<file path="src/hdl/phlm_pkg.sv">
// Package for the peak hold level meter: field widths, register indexes,
// register reset values and command codes.
// No dependencies.
package phlm_pkg;

  localparam int HOLD_W = 12;
  localparam int STEP_W = 10;
  localparam int FALL_W = 10;
  localparam int LEN_W  = 13;
  localparam int MS_W   = 16;
  localparam int CFG_W  = 13;
  localparam int IDX_W  = 2;

  localparam logic [IDX_W-1:0] CFG_HOLD_TIME = 2'd0;
  localparam logic [IDX_W-1:0] CFG_FALL_STEP = 2'd1;
  localparam logic [IDX_W-1:0] CFG_FALL_TIME = 2'd2;
  localparam logic [IDX_W-1:0] CFG_METER_LEN = 2'd3;

  localparam logic [HOLD_W-1:0] HOLD_TIME_RST = 12'd400;
  localparam logic [STEP_W-1:0] FALL_STEP_RST = 10'd1;
  localparam logic [FALL_W-1:0] FALL_TIME_RST = 10'd20;
  localparam logic [LEN_W-1:0]  METER_LEN_RST = 13'd128;

  localparam logic CMD_SAMPLE = 1'b0;
  localparam logic CMD_TICK   = 1'b1;

endpackage

</file>
<file path="src/hdl/phlm_if.sv">
// Valid/ready channel interfaces for the peak hold level meter: the input
// channel (command, sample, elapsed time) and the result channel.
// Depends on phlm_pkg.
interface phlm_in_if #(parameter int VALUE_W = 17);
  import phlm_pkg::*;

  logic               valid;
  logic               ready;
  logic               cmd;
  logic [VALUE_W-1:0] level_in;
  logic [MS_W-1:0]    elapsed_ms;

  modport source (output valid, cmd, level_in, elapsed_ms, input ready);
  modport sink   (input valid, cmd, level_in, elapsed_ms, output ready);
endinterface

interface phlm_out_if #(parameter int VALUE_W = 17);
  logic               valid;
  logic               ready;
  logic [VALUE_W-1:0] level_out;
  logic [VALUE_W-1:0] peak_out;

  modport source (output valid, level_out, peak_out, input ready);
  modport sink   (input valid, level_out, peak_out, output ready);
endinterface

</file>
<file path="src/hdl/peak_hold_level_meter.sv">
// Peak hold level meter with linear fall, unsigned Q1.F fixed point.
// Depends on phlm_pkg and on the channel interfaces in phlm_if.sv.

// A level sample (cmd 0) updates the displayed level and the held peak and
// passes from acceptance until the block is ready again through accept,
// execute and result write. A tick (cmd 1) that leaves the hold countdown
// positive passes through the same states. A tick that lets the peak fall
// passes through accept, execute, one division step per quotient bit, the
// fall update and the result write.
// The fall amount fall_step*elapsed*2^F / (fall_time*length) comes from a
// restoring divider that yields one quotient bit per cycle over the full
// quotient width. The result sits in an output register, so a new item is
// accepted while the previous result still waits; an item only waits at its
// result write when that register is still full. Configuration writes are
// taken at any time but are meant to be done while the block is idle.
// Registers that read as zero for the fall period or the meter length count
// as one.
module peak_hold_level_meter #(
  parameter int FRACTION_BITS = 16
) (
  input  logic                    clk,
  input  logic                    rst,
  input  logic                    cfg_en,
  input  logic [phlm_pkg::IDX_W-1:0] cfg_index,
  input  logic [phlm_pkg::CFG_W-1:0] cfg_data,
  phlm_in_if.sink                 in_ch,
  phlm_out_if.source              out_ch
);
  import phlm_pkg::*;

  // Value width, divisor width, product width and dividend width.
  localparam int VW    = FRACTION_BITS + 1;
  localparam int DW    = FALL_W + LEN_W;
  localparam int PW    = STEP_W + MS_W;
  localparam int NW    = PW + FRACTION_BITS;
  localparam int CNT_W = $clog2(NW);
  localparam logic [VW-1:0] ONE = {1'b1, {FRACTION_BITS{1'b0}}};

  localparam logic [2:0] ST_IDLE  = 3'd0;
  localparam logic [2:0] ST_EXEC  = 3'd1;
  localparam logic [2:0] ST_DIV   = 3'd2;
  localparam logic [2:0] ST_FALL  = 3'd3;
  localparam logic [2:0] ST_WRITE = 3'd4;

  logic [2:0] state;

  // Configuration registers.
  logic [HOLD_W-1:0] hold_time_ms;
  logic [STEP_W-1:0] fall_step;
  logic [FALL_W-1:0] fall_time_ms;
  logic [LEN_W-1:0]  meter_length;

  // Meter state.
  logic [VW-1:0]     level_reg;
  logic [VW-1:0]     peak_reg;
  logic [HOLD_W-1:0] hold_countdown;

  // Captured input item.
  logic              cmd_q;
  logic [VW-1:0]     lv_q;
  logic [MS_W-1:0]   ms_q;

  // Divider: num shifts the dividend out at the top and the quotient in at
  // the bottom, so after NW steps it holds the quotient.
  logic [NW-1:0]     num;
  logic [DW-1:0]     divisor;
  logic [DW-1:0]     rem;
  logic [CNT_W-1:0]  cnt;

  // Output register.
  logic              out_valid;
  logic [VW-1:0]     level_out_q;
  logic [VW-1:0]     peak_out_q;

  logic [FALL_W-1:0] ft_eff;
  logic [LEN_W-1:0]  ml_eff;
  logic [DW:0]       rem_sh;
  logic [DW:0]       rem_diff;
  logic              rem_ge;
  logic [VW-1:0]     fallen;
  logic [VW-1:0]     peak_fall_next;
  logic              out_free;
  logic              out_load;

  assign in_ch.ready      = (state == ST_IDLE);
  assign out_ch.valid     = out_valid;
  assign out_ch.level_out = level_out_q;
  assign out_ch.peak_out  = peak_out_q;
  assign out_free         = !out_valid || out_ch.ready;
  assign out_load         = (state == ST_WRITE) && out_free;

  assign ft_eff = (fall_time_ms == '0) ? FALL_W'(1) : fall_time_ms;
  assign ml_eff = (meter_length == '0) ? LEN_W'(1) : meter_length;

  // One restoring division step.
  assign rem_sh   = {rem, num[NW-1]};
  assign rem_diff = rem_sh - {1'b0, divisor};
  assign rem_ge   = (rem_sh >= {1'b0, divisor});

  // A fall at least as large as the peak empties it; a peak above full scale is
  // brought back to full scale after the fall, even when nothing fell.
  always_comb begin
    if (num >= NW'(peak_reg)) begin
      fallen = '0;
    end else begin
      fallen = peak_reg - num[VW-1:0];
    end
    peak_fall_next = (fallen > ONE) ? ONE : fallen;
  end

  always_ff @(posedge clk) begin
    if (rst) begin
      hold_time_ms <= HOLD_TIME_RST;
      fall_step    <= FALL_STEP_RST;
      fall_time_ms <= FALL_TIME_RST;
      meter_length <= METER_LEN_RST;
    end else if (cfg_en) begin
      case (cfg_index)
        CFG_HOLD_TIME: hold_time_ms <= cfg_data[HOLD_W-1:0];
        CFG_FALL_STEP: fall_step    <= cfg_data[STEP_W-1:0];
        CFG_FALL_TIME: fall_time_ms <= cfg_data[FALL_W-1:0];
        CFG_METER_LEN: meter_length <= cfg_data[LEN_W-1:0];
        default: ;
      endcase
    end
  end

  // The output register loads at the result write and empties when the
  // result is taken; a load and a take in the same cycle leave it full.
  always_ff @(posedge clk) begin
    if (rst) begin
      out_valid <= 1'b0;
    end else if (out_load) begin
      level_out_q <= level_reg;
      peak_out_q  <= peak_reg;
      out_valid   <= 1'b1;
    end else if (out_ch.ready) begin
      out_valid <= 1'b0;
    end
  end

  always_ff @(posedge clk) begin
    if (rst) begin
      state          <= ST_IDLE;
      level_reg      <= '0;
      peak_reg       <= '0;
      hold_countdown <= '0;
    end else begin
      case (state)
        ST_IDLE: begin
          if (in_ch.valid) begin
            cmd_q <= in_ch.cmd;
            lv_q  <= in_ch.level_in;
            ms_q  <= in_ch.elapsed_ms;
            state <= ST_EXEC;
          end
        end
        ST_EXEC: begin
          if (cmd_q == CMD_SAMPLE) begin
            level_reg <= (lv_q > ONE) ? ONE : lv_q;
            if (lv_q != '0) begin
              if (lv_q > peak_reg) begin
                peak_reg       <= lv_q;
                hold_countdown <= hold_time_ms;
              end
            end else begin
              peak_reg <= '0;
            end
            state <= ST_WRITE;
          end else if (ms_q < MS_W'(hold_countdown)) begin
            // Still holding: only the countdown moves.
            hold_countdown <= hold_countdown - ms_q[HOLD_W-1:0];
            state          <= ST_WRITE;
          end else begin
            hold_countdown <= '0;
            divisor        <= DW'(ft_eff) * DW'(ml_eff);
            num            <= {PW'(fall_step) * PW'(ms_q), {FRACTION_BITS{1'b0}}};
            rem            <= '0;
            cnt            <= CNT_W'(NW - 1);
            state          <= ST_DIV;
          end
        end
        ST_DIV: begin
          rem <= rem_ge ? rem_diff[DW-1:0] : rem_sh[DW-1:0];
          num <= {num[NW-2:0], rem_ge};
          cnt <= cnt - CNT_W'(1);
          if (cnt == '0) begin
            state <= ST_FALL;
          end
        end
        ST_FALL: begin
          peak_reg <= peak_fall_next;
          state    <= ST_WRITE;
        end
        ST_WRITE: begin
          if (out_free) begin
            state <= ST_IDLE;
          end
        end
        default: state <= ST_IDLE;
      endcase
    end
  end

`ifndef SYNTH
  // The displayed level never exceeds full scale.
  a_level_clamped: assert property (@(posedge clk) disable iff (rst)
    level_reg <= ONE)
    else $error("displayed level above full scale");

  // An accepted item always goes to execution next.
  a_accept_exec: assert property (@(posedge clk) disable iff (rst)
    (in_ch.valid && in_ch.ready) |=> (state == ST_EXEC))
    else $error("accepted item did not reach execution");

  // The last division step hands over to the fall update.
  a_div_end: assert property (@(posedge clk) disable iff (rst)
    (state == ST_DIV && cnt == '0) |=> (state == ST_FALL))
    else $error("division did not end in the fall update");

  // After a fall the peak sits within full scale.
  a_fall_sat: assert property (@(posedge clk) disable iff (rst)
    (state == ST_FALL) |=> (peak_reg <= ONE))
    else $error("peak above full scale after fall");
`endif

endmodule
</file>
<file path="src/flat_wrapper.sv">
// flat-port wrapper written by rule: the top's interface ports become plain ports
module peak_hold_level_meter_flat import phlm_pkg::*;
#(
  parameter int FRACTION_BITS = 16
)
  (clk, rst, cfg_en, cfg_index, cfg_data, in_ch_valid, in_ch_cmd, in_ch_level_in, in_ch_elapsed_ms, in_ch_ready, out_ch_valid, out_ch_level_out, out_ch_peak_out, out_ch_ready);
  phlm_in_if in_ch_i ();
  phlm_out_if out_ch_i ();
  input  logic clk;
  input  logic rst;
  input  logic cfg_en;
  input  logic [phlm_pkg::IDX_W-1:0] cfg_index;
  input  logic [phlm_pkg::CFG_W-1:0] cfg_data;
  input wire logic [$bits(in_ch_i.valid)-1:0] in_ch_valid;
  input wire logic [$bits(in_ch_i.cmd)-1:0] in_ch_cmd;
  input wire logic [$bits(in_ch_i.level_in)-1:0] in_ch_level_in;
  input wire logic [$bits(in_ch_i.elapsed_ms)-1:0] in_ch_elapsed_ms;
  output wire logic [$bits(in_ch_i.ready)-1:0] in_ch_ready;
  output wire logic [$bits(out_ch_i.valid)-1:0] out_ch_valid;
  output wire logic [$bits(out_ch_i.level_out)-1:0] out_ch_level_out;
  output wire logic [$bits(out_ch_i.peak_out)-1:0] out_ch_peak_out;
  input wire logic [$bits(out_ch_i.ready)-1:0] out_ch_ready;
  assign in_ch_i.valid = in_ch_valid;
  assign in_ch_i.cmd = in_ch_cmd;
  assign in_ch_i.level_in = in_ch_level_in;
  assign in_ch_i.elapsed_ms = in_ch_elapsed_ms;
  assign in_ch_ready = in_ch_i.ready;
  assign out_ch_valid = out_ch_i.valid;
  assign out_ch_level_out = out_ch_i.level_out;
  assign out_ch_peak_out = out_ch_i.peak_out;
  assign out_ch_i.ready = out_ch_ready;
  peak_hold_level_meter #(.FRACTION_BITS(FRACTION_BITS)) u_core (.clk(clk), .rst(rst), .cfg_en(cfg_en), .cfg_index(cfg_index), .cfg_data(cfg_data), .in_ch(in_ch_i), .out_ch(out_ch_i));
endmodule
</file>
<file path="config.mk">
export PLATFORM = sky130hd
export DESIGN_NAME = peak_hold_level_meter_flat
export DESIGN_NICKNAME = d
export VERILOG_FILES = /design/src/hdl/phlm_pkg.sv /design/src/hdl/phlm_if.sv /design/src/hdl/peak_hold_level_meter.sv /design/src/flat_wrapper.sv
export SDC_FILE = /design/constraint.sdc
export NUM_CORES = 1
export LEC_CHECK = 0
export BUFFER_PORTS_ARGS = -buffer_cell sky130_fd_sc_hd__buf_4
export CORE_UTILIZATION = 50
export DETAILED_ROUTE_END_ITERATION = 12
export PLACE_DENSITY = 0.67
export SLEW_MARGIN = 20
export SYNTH_ARGS = -nofsm -noshare
export SYNTH_HDL_FRONTEND = slang
export SYNTH_SLANG_ARGS = --single-unit
</file>
<file path="constraint.sdc">
create_clock -name clk -period 6.39 [get_ports clk]
set_clock_uncertainty 0.15 [all_clocks]
set_input_delay 0.639 -clock clk [delete_from_list [all_inputs] [get_ports clk]]
set_output_delay 0.639 -clock clk [all_outputs]
set_load 0.01 [all_outputs]
</file>
# After elaboration in Yosys (flattened, before gate mapping)

Index checks and enable logic that the tools add are counted.
Widths: inputs -> output; s select.

Flip-flop bits (word level): 257
Bits in latches: 0
RAM bits: 0
ROM bits: 0
Input port bits: 54
Output and inout bits: 36
Word-level logic and storage cells: 104
Memories kept: 0

Add/sub/neg operators: 4
$mul: 2
Div/mod/pow operators: 0
Magnitude comparators: 6
Eq/ne operators: 14
Shifts and indexed selects: 0
Muxes and demuxes: 31
Bitwise logic cells: 3
Reduce and logical (&&, ||, !) cells: 26

Operators with widths:

| kind                 | count |
|---|---|
| $mux 17              | 6 |
| $mux 42              | 2 |
| $pmux 42 s2          | 1 |
| $mux 23              | 3 |
| $mux 12              | 4 |
| $pmux 23 s2          | 1 |
| $ge 42x17->1         | 1 |
| $gt 17x17->1 const B | 2 |
| $pmux 17 s2          | 1 |
| $mul 10x16->26       | 1 |
| $ge 24x23->1         | 1 |
| $mul 10x13->23       | 1 |
| $sub 23x23->23       | 1 |
| $gt 17x17->1         | 1 |
| $reduce_bool 17->1   | 1 |
| $sub 17x17->17       | 1 |
| $lt 16x12->1         | 1 |
| $mux 3               | 5 |
| $pmux 3 s5           | 1 |
| $logic_not 13->1     | 1 |
| $mux 13              | 1 |
| $mux 6               | 2 |
| $pmux 6 s2           | 1 |
| $reduce_and 2->1     | 6 |
| other kinds (23)     | 40 |

# Depth between registers and ports, before layout

Gate-level depths: netlist (run 1).

Word-level depth: 5
Gate-level depth with buffers: 22

# Least setup slack after synthesis (run 1)

No wires, ideal clock.

Kind: register to register
From: reg u_core.meter_length[4]
To: reg u_core.divisor[22], data pin
Library setup time: 0.259 ns
Arrival time: 5.651 ns
Path slack: 0.329 ns
Cell stages (with the launch flop): 21
Period minus slack after synthesis: 6.061 ns
Cell sequence: dfxtp_1 -> nor4_1 -> a31oi_1 -> nand2b_1 -> fa_1 -> fa_1 -> inv_1 -> fa_1 -> fa_1 -> inv_1 -> fa_1 -> inv_1 -> ha_1 -> a21oi_1 -> o21ai_0 -> a31oi_1 -> a31oi_1 -> and4_1 -> a2111oi_0 -> a21oi_1 -> xnor2_1

Cells in the longest elaborated chain, start to end: 3

RTL lines:

| element                  | line                         | source |
|---|---|---|
| start: declaration       | peak_hold_level_meter.sv:51  | `logic [LEN_W-1:0] meter_length;` |
| start signal: assignment | peak_hold_level_meter.sv:122 | `CFG_METER_LEN: meter_length <= cfg_data[LEN_W-1:0];` |
| $logic_not 13->1         | peak_hold_level_meter.sv:93  | `assign ml_eff = (meter_length == '0) ? LEN_W'(1) : meter_length;` |
| $mux 13 (*)              | peak_hold_level_meter.sv:93  |  |
| $mul 10x13->23 (*)       | peak_hold_level_meter.sv:176 | `divisor <= DW'(ft_eff) * DW'(ml_eff);` |
| end signal: assignment   | peak_hold_level_meter.sv:176 |  |
| end: declaration         | peak_hold_level_meter.sv:66  | `logic [DW-1:0] divisor;` |

Every way passes the cells marked *; elsewhere a longest branch is shown, timed or not.
A chain may end at the register's enable or synchronous reset.

# Final worst setup path (run 1)

From: reg u_core.meter_length[8]
To: reg u_core.divisor[22], data pin

The elaborated chain is that of the path after synthesis.

==> results of run 1 <==
critical path, cell delays in order, from the launching register on:
cell	delay, ns
dfxtp_1	0.32
nor4_2	0.31
a31oi_1	0.14
nand2b_1	0.19
fa_1	0.54
fa_1	0.56
inv_1	0.06
fa_1	0.44
fa_1	0.53
inv_1	0.06
fa_1	0.53
inv_1	0.04
ha_1	0.34
a21oi_2	0.20
o21ai_1	0.14
a31oi_1	0.24
a31oi_1	0.15
and4_1	0.23
a2111oi_0	0.35
buf_4	0.18
a21oi_1	0.07
xnor2_1	0.12
where the power goes:
group          switching, mW  internal [mW]
clock network          0.740           1.07
logic                  0.470          0.330
registers             0.0672           1.83
logic make-up (layout without fill, tap and decap cells):
| logic type | count (synthesis) | after routing | synth area share |
|---|---|---|---|
| muxes | 16 | 16 | 0.00719 |
| xor gates and xnor gates | 74 | 74 | 0.0289 |
| AOI/OAI and AO/OA | 408 | 408 | 0.122 |
| and+or+nand+nor | 803 | 803 | 0.170 |
| adders and majority gates | 416 | 416 | 0.298 |
| DFF | 257 | 257 | 0.301 |
| buffers and inverters | 410 | 502 | 0.0721 |
cells in the final DEF (no fill, tap or decap), drive strengths merged, types with 30 or more instances in the layout:
cell    count
o21ai      72
clkbuf     35
xnor2      51
fa        199
dfxtp      95
inv       312
ha        217
a21o       31
a21oi     121
edfxtp    162
nor2b      30
buf       135
nand3      34
nand2     331
and2      140
nor2      142
stage by stage:
step	hold slack [ns]	utilization	setup TNS [ns]	total power, mW	cell area (sq um)
after floorplan	0.258	-	0	2.50	22500
after global placement	0.264	0.538	0	2.71	23800
final	0.0551	0.562	0	4.51	24800
after CTS	0.0305	0.561	0	4.55	24800
after detailed placement	0.267	0.538	0	2.73	23800
after global routing	0.0307	0.562	-0.0209	4.72	24800
worst paths after layout:
path	start	end	slack, ns	cells after the start
max	u_core.meter_length[8]	u_core.divisor[22]	0.28	21
min	in_ch_level_in[6]	u_core.lv_q[6]	0.06	1
max reg2reg	u_core.meter_length[8]	u_core.divisor[22]	0.28	21
min reg2reg	u_core.level_reg[12]	u_core.out_ch.level_out[12]	0.28	0
final cells by class:
class,instances,area [sq um],share of cell area
Multi-Input combinational cell,1717,14100,0.568
Sequential cell,257,6770,0.273
Inverter,311,1170,0.0470
Timing Repair Buffer,135,1010,0.0408
Clock buffer,35,769,0.0310
Tap cell,592,741,0.0298
Clock inverter,21,259,0.0104
synth_stat cells (34+ instances only):
master / number / area, sq um
clkbuf_1: 84 / 315
nand3_1: 34 / 170
xnor2_1: 51 / 447
inv_1: 311 / 1170
a21oi_1: 119 / 596
edfxtp_1: 162 / 4860
o21ai_0: 67 / 335
ha_1: 217 / 2720
dfxtp_1: 95 / 1900
nor2_1: 141 / 529
fa_1: 199 / 3980
nand2_1: 331 / 1240
and2_1: 140 / 876
metal layers:
metal  up-vias  GRT usage  wire length [microns]
met5         -          0                      0
met4         0     0.0873                   1800
met3       104     0.0313                   2510
met2       418      0.412                  26600
met1      8575      0.316                  23500
li1       8112          -                      -
==> impl_metrics.py, run 1 <==
metrics = {
    "status": {
        "status": "finished, final reports clean",
    },
    "synth": {
        "avgSynthCellArea_sq_um": 9.42,
        "yosys_warnings": 0,
        "synth_edf_count": 162,
        "syn_area_sq_um": 22500,
        "synth_seq_cells": 257,
        "synth_async_sr_flop_share": 0,
        "ys_seq_area_frac": 0.301,
        "ys.flop_type": "edfxtp_1",
        "synthCells": 2384,
        "ys_types": 77,
        "syn-num-nets": 2854,
    },
    "clock_network": {
        "cts_sinks": 257,
        "max-clock-path-buffers": 3,
        "cts_resized": 0,
        "cts_post_setup_buffers_inserted": 0,
        "path_clk_slew_ns": 0.07,
        "cts_tree": "yes",
        "cts_buffers": 30,
        "holdBufCountCts": 0,
        "htree_levels": 1,
        "root_buffer": "clkbuf_16",
        "clk_latency_ns": 0.61,
    },
    "timing": {
        "finalCritPeriodShare": 0.957,
        "clock.fmax_mhz": 164,
        "post-route-min-period_ns": 6.11,
        "slew_headroom": 0.304,
        "setup_ws_ns": 0.277,
        "max_slew.worst_pin.slew_ns": 1.04,
        "setup_viol": 0,
        "report.final.slew_viol_count": 0,
        "hold_viol": 0,
    },
    "final_layout": {
        "stdcell_count": 3068,
        "area_delta_synth_final_pct": 10.6,
        "n_antenna_cell": 0,
        "largest_register_ffs": 42,
        "largestRegisters": "u_core.num: 42 flops, u_core.divisor: 23 flops, u_core.rem: 23 flops",
        "drive_gt1_frac": 0.0917,
        "fillers": 3902,
        "largest_register": "u_core.num",
        "nets": 2922,
    },
    "detailed_routing": {
        "ant_nets": 0,
        "via_per_inst": 5.61,
        "wl_per_cell_microns": 17.7,
        "drt-pass1-iter-count": 5,
        "via_count": 17200,
        "drtIter0Drc": 946,
        "drc": 0,
        "wl_mm": 54.4,
    },
    "place": {
        "dp.cells": 3012,
        "dpl_worst_slack_ns": 0.171,
        "hpwl_mm": 41.5,
        "place_congestion": 0.858,
        "port_buffers": 89,
    },
    "global_routing": {
        "grt_pass1_wl_mm": 90.7,
        "grt_max_degree": 55,
        "antenna_found_initial": 0,
        "overflow": 0,
        "groute.usage.overall": 0.242,
        "first_global_vias": 17900,
    },
    "pwr": {
        "ir_worst_vdd_mv": 0.228,
        "powerDensity_nw_per_um2": 182,
        "cellLeakagePower_nw": 11.4,
    },
    "die": {
        "fp.dieW_microns": 214,
        "floorplan.initialDensity": 0.508,
        "io_pins": 90,
        "std_cell_rows": 77,
        "core_sq_um": 44200,
        "die-area_sq_um": 45800,
        "fp.dieH_microns": 214,
    },
    "critical_path": {
        "required_ns": 6.60,
        "cp_max_fo": 4,
        "crit_path_end_kind": "flop",
        "worstPathArrival_ns": 6.33,
        "crit_type": "reg2reg",
        "setup.worst_path.start_class": "flop",
    },
    "min_path": {
        "hp-class": "in2reg",
    },
    "job": {
        "maxCapViolations": 0,
    },
}
Note: power is estimated with default switching activity, not from simulation.
==> run 2, diff against run 1 <==
Settings changed: PLACE_DENSITY 0.67 to 0.65.
Clock period 6.39 ns to 7.4 ns, I/O delays scaled along.
==> impl_metrics.py, run 2 (same netlist as run 1, synthesis figures left out) <==
metrics = {
    "global_routing": {
        "first_global_vias": 17200,
        "overflow": 0,
        "grt_max_degree": 72,
        "antenna_found_initial": 1,
        "groute.usage.overall": 0.240,
        "grt_pass1_wl_mm": 89.5,
    },
    "clock_network": {
        "max-clock-path-buffers": 3,
        "cts_post_setup_buffers_inserted": 0,
        "path_clk_slew_ns": 0.06,
        "htree_levels": 1,
        "cts_sinks": 257,
        "clk_latency_ns": 0.60,
        "cts_resized": 0,
        "cts_tree": "yes",
        "root_buffer": "clkbuf_16",
        "cts_buffers": 31,
        "holdBufCountCts": 0,
    },
    "critical_path": {
        "worstPathArrival_ns": 7.14,
        "crit_path_end_kind": "flop",
        "setup.worst_path.start_class": "flop",
        "crit_type": "reg2reg",
        "required_ns": 7.60,
        "cp_max_fo": 12,
    },
    "timing": {
        "hold_viol": 0,
        "report.final.slew_viol_count": 0,
        "post-route-min-period_ns": 6.94,
        "clock.fmax_mhz": 144,
        "rsz0062_at_grt": "false",
        "finalCritPeriodShare": 0.938,
        "max_slew.worst_pin.slew_ns": 1.10,
        "setup_viol": 0,
        "slew_headroom": 0.262,
        "tns_ns": 0,
    },
    "die": {
        "std_cell_rows": 77,
        "core_sq_um": 44200,
        "fp.dieW_microns": 214,
        "fp.dieH_microns": 214,
        "die-area_sq_um": 45800,
        "floorplan.initialDensity": 0.508,
        "io_pins": 90,
    },
    "final_layout": {
        "fillers": 3890,
        "final_common_cell": "nand2_1",
        "seqCellArea_sq_um": 6770,
        "multiInputGateArea_sq_um": 14100,
        "stdcell_count": 3042,
        "largestRegisters": "u_core.num: 42 flops, u_core.divisor: 23 flops, u_core.rem: 23 flops",
        "final_cell_mix": "nand2_1, inv_1, ha_1, fa_1, edfxtp_1",
        "largest_register": "u_core.num",
        "fin_util": 0.558,
        "nets": 2895,
        "area_delta_synth_final_pct": 9.83,
        "largest_register_ffs": 42,
        "drive_gt1_frac": 0.0825,
    },
    "place": {
        "dp.cells": 2983,
        "hpwl_mm": 41.8,
        "port_buffers": 89,
        "place_congestion": 0.890,
    },
    "detailed_routing": {
        "drt-pass1-iter-count": 5,
        "wl_mm": 54.8,
        "drc": 0,
        "drtIter0Drc": 984,
        "ant_nets": 0,
        "via_per_inst": 5.58,
        "via_count": 17000,
        "wl_per_cell_microns": 18.0,
    },
    "pwr": {
        "cellLeakagePower_nw": 11.3,
        "ir_worst_vdd_mv": 0.206,
        "powerDensity_nw_per_um2": 158,
    },
    "min_path": {
        "hp-class": "in2reg",
    },
    "job": {
        "maxCapViolations": 0,
    },
    "status": {
        "status": "finished, final reports clean",
    },
}
[run 2: changes by cell type in the layout (fill, tap and decap cells not counted), moves of 2 or more]
cell	delta
inv_4	+2
clkbuf_8	+4
clkinvlp_4	+2
clkinv_1	-5
clkinv_2	-4
buf_4	-29
bufinv_16	-2
clkbuf_16	+2
clkbuf_4	+2
[run 2: final timing paths]
kind | start | to | slack, ns | cells after the start
hold reg to reg | u_core.level_reg[9] | u_core.out_ch.level_out[9] | 0.29 | 0
hold / removal | in_ch_level_in[4] | u_core.lv_q[4] | 0.16 | 1
setup / recovery | u_core.meter_length[8] | u_core.divisor[22] | 0.46 | 20
setup reg to reg | u_core.meter_length[8] | u_core.divisor[22] | 0.46 | 20
[run 2: worst max-delay path, cell delays in order (launching register included)]
cell and delay, ns:
dfxtp_1 0.43, nor4_1 0.44, a31oi_1 0.36, nand2b_1 0.28, fa_1 0.52, fa_1 0.55
inv_1 0.05, fa_1 0.44, fa_1 0.51, inv_1 0.05, fa_1 0.52, inv_1 0.05
ha_1 0.34, a21oi_1 0.21, o21ai_0 0.19, a31oi_1 0.24, a31oi_1 0.15, and4_1 0.22
a2111oi_0 0.64, a21oi_1 0.17, xnor2_1 0.16
[run 2: final cells by class]
cell class                      instances  share of cell area
Antenna cell                            1            0.000101
Clock inverter                         15             0.00756
Sequential cell                       257               0.274
Clock buffer                           42              0.0359
Inverter                              311              0.0473
Timing Repair Buffer                  107              0.0331
Multi-Input combinational cell       1717               0.572
Tap cell                              592              0.0300
[run 2: per-stage QoR]
| step | hold slack, ns | total power [mW] | setup slack [ns] | cell area (sq um) |
|---|---|---|---|---|
| after floorplan | 0.258 | 2.16 | 1.34 | 22500 |
| after detailed placement | 0.269 | 2.35 | 0.434 | 23600 |
| after global routing | 0.135 | 4.09 | 0.00756 | 24700 |
| after global placement | 0.263 | 2.33 | 0.586 | 23600 |
| final | 0.161 | 3.91 | 0.462 | 24700 |
| after CTS | 0.129 | 3.95 | 0.413 | 24600 |
[run 2: report_power, final]
group / switching (mW) / total, mW / internal, mW
Combinational: 0.391 / 0.669 / 0.278
Sequential: 0.0724 / 1.65 / 1.58
Clock: 0.635 / 1.58 / 0.950
Total: 1.10 / 3.91 / 2.81
[run 2: layer usage]
layer	up-vias	track usage	routed length, microns
met4	0	0.0782	1660
met3	95	0.0279	2490
met2	422	0.402	26300
li1	8050	-	-
met5	-	0	0
met1	8398	0.325	24300
==> run 3, diff against run 2 <==
Settings changed: PLACE_DENSITY 0.65 to 0.67, REMOVE_ABC_BUFFERS set to 1.
Clock period 7.4 ns to 5.7 ns, I/O delays scaled along.
==> impl_metrics.py, run 3 (same netlist as run 1, synthesis figures left out) <==
metrics = {
    "die": {
        "std_cell_rows": 77,
        "die-area_sq_um": 45800,
        "core_sq_um": 44200,
        "floorplan.initialDensity": 0.508,
        "fp.dieH_microns": 214,
        "fp.dieW_microns": 214,
        "io_pins": 90,
    },
    "final_layout": {
        "largestRegisters": "u_core.num: 42 flops, u_core.divisor: 23 flops, u_core.rem: 23 flops",
        "fillers": 3742,
        "stdcell_count": 3199,
        "area_delta_synth_final_pct": 17.2,
        "final_common_cell": "nand2_1",
        "largest_register_ffs": 42,
        "final_cell_mix": "nand2_1, inv_1, buf_4, ha_1, fa_1",
        "fin_area_sq_um": 26300,
        "fin_util": 0.595,
        "n_antenna_cell": 0,
        "drive_gt1_frac": 0.163,
        "largest_register": "u_core.num",
        "nets": 3053,
    },
    "timing": {
        "finalCritPeriodShare": 0.982,
        "report.final.slew_viol_count": 0,
        "max_slew.worst_pin.slew_ns": 1.05,
        "clock.fmax_mhz": 179,
        "setup_viol": 0,
        "tns_ns": 0,
        "post-route-min-period_ns": 5.60,
        "slew_headroom": 0.294,
        "rsz0062_at_grt": "true",
        "hold_viol": 0,
        "holdWs_ns": 0.0245,
    },
    "critical_path": {
        "max_stage_delay_ns": 0.56,
        "worstReg2RegStart": "u_core.ms_q[8]",
        "r2r_slack_ns": 0.10,
        "ff2ff_path_depth": 20,
        "crit_path_top_delay_cell": "fa_2",
        "setup.worst_path.start_class": "flop",
        "required_ns": 5.88,
        "cp_max_fo": 5,
        "rr_endpoint": "u_core.num[38]",
        "crit_chain": "buf_6, nand2_2, fa_1, inv_2, fa_1, inv_2, fa_2, inv_2, fa_2, fa_2, ha_4, a21o_1, a21oi_4, a2bb2oi_2, nand2_1, o41a_1, buf_4, a31oi_4, xor2_1, a21oi_1",
        "worstPathArrival_ns": 5.78,
        "crit_path_end_kind": "flop",
        "crit_type": "reg2reg",
    },
    "detailed_routing": {
        "ant_nets": 0,
        "drc": 0,
        "wl_mm": 53.3,
        "drtIter0Drc": 1055,
        "via_count": 17300,
        "drt-pass1-iter-count": 7,
        "wl_per_cell_microns": 16.6,
        "via_per_inst": 5.41,
    },
    "pwr": {
        "cellLeakagePower_nw": 12.1,
        "ir_worst_vdd_mv": 0.205,
        "powerDensity_nw_per_um2": 194,
    },
    "global_routing": {
        "groute.usage.overall": 0.233,
        "overflow": 0,
        "first_global_vias": 17700,
        "grt_max_degree": 72,
        "antenna_found_initial": 0,
        "grt_pass1_wl_mm": 88.1,
    },
    "min_path": {
        "hp-class": "in2reg",
        "hold_path_end": "u_core.ms_q[2]",
        "hold_depth": 1,
        "min-delay-start": "in_ch_elapsed_ms[2]",
    },
    "clock_network": {
        "path_clk_slew_ns": 0.07,
        "htree_levels": 1,
        "cts_sinks": 257,
        "cts_tree": "yes",
        "clk_latency_ns": 0.59,
        "cts_buffers": 30,
        "root_buffer": "clkbuf_16",
        "max-clock-path-buffers": 3,
    },
    "place": {
        "dp.cells": 3088,
        "place_congestion": 0.917,
        "port_buffers": 89,
        "hpwl_mm": 40.4,
        "placed_area_sq_um": 24400,
    },
    "job": {
        "maxCapViolations": 0,
    },
    "status": {
        "status": "finished, final reports clean",
    },
}
run 3: cell types whose count changed in the layout (fill, tap and decap cells not counted), sizes merged:
cell and delta:
bufinv -1, dlygate4sd3 +31, clkbuf -10, diode -1, buf +128, clkinv +9, inv +1
run 3: worst max-delay path by stage:
stage	startpoint	to	slack (ns)	cells past startpoint
after global routing	u_core.ms_q[8]	u_core.num[38]	-0.06	19
after floorplan	u_core.meter_length[4]	u_core.divisor[22]	-0.44	20
after detailed placement	u_core.meter_length[1]	u_core.divisor[22]	-0.38	21
after CTS	u_core.meter_length[11]	u_core.divisor[22]	0.003	21
final	u_core.ms_q[8]	u_core.num[38]	0.10	20
after global placement	u_core.meter_length[8]	u_core.divisor[22]	-0.25	21
run 3: routing by layer:
layer,wire length [microns],track usage
met1,24400,0.320
met3,2300,0.0233
met2,25200,0.389
met5,0,0
met4,1400,0.0657
run 3: area by class of cell:
class,count,area [sq um],share of cell area
multi-input cells,1717,14500,0.551
flip-flops and latches,257,6780,0.258
repair buffers,266,2140,0.0812
inverters,311,1170,0.0444
clock buffers,32,758,0.0288
well taps,592,741,0.0281
clock inverters,24,226,0.00860
run 3: metrics by stage:
| stage | worst slack [ns] | total power [mW] |
|---|---|---|
| after floorplan | -0.445 | 2.78 |
| after detailed placement | -0.384 | 3.10 |
| after global placement | -0.253 | 3.07 |
| after global routing | -0.0627 | 5.34 |
| final | 0.101 | 5.10 |
| after CTS | 0.00323 | 5.05 |
run 3: critical path, delay by kind of cell (launching register included):
family	cells	cell delay (ns)
buf+inv	5	0.45
fa+ha+maj	6	2.76
compound gates	6	1.21
simple gates	2	0.13
xor+xnor	1	0.16
flops	1	0.49
run 3: repair_timing:
item	4_1_cts	5_1_grt
endpoints found under the hold margin	31	0
pin swaps	11	65
endpoints found under the setup margin	6	15
buffers inserted	3	23
hold buffers	31	0
gates cloned	0	0
gates resized for setup	15	111
run 3: power by group:
part           leakage [nW]  switching [mW]  internal (mW)
Clock                 0.484           0.837           1.07
Sequential             2.29          0.0586           2.06
Combinational          9.28           0.595          0.477
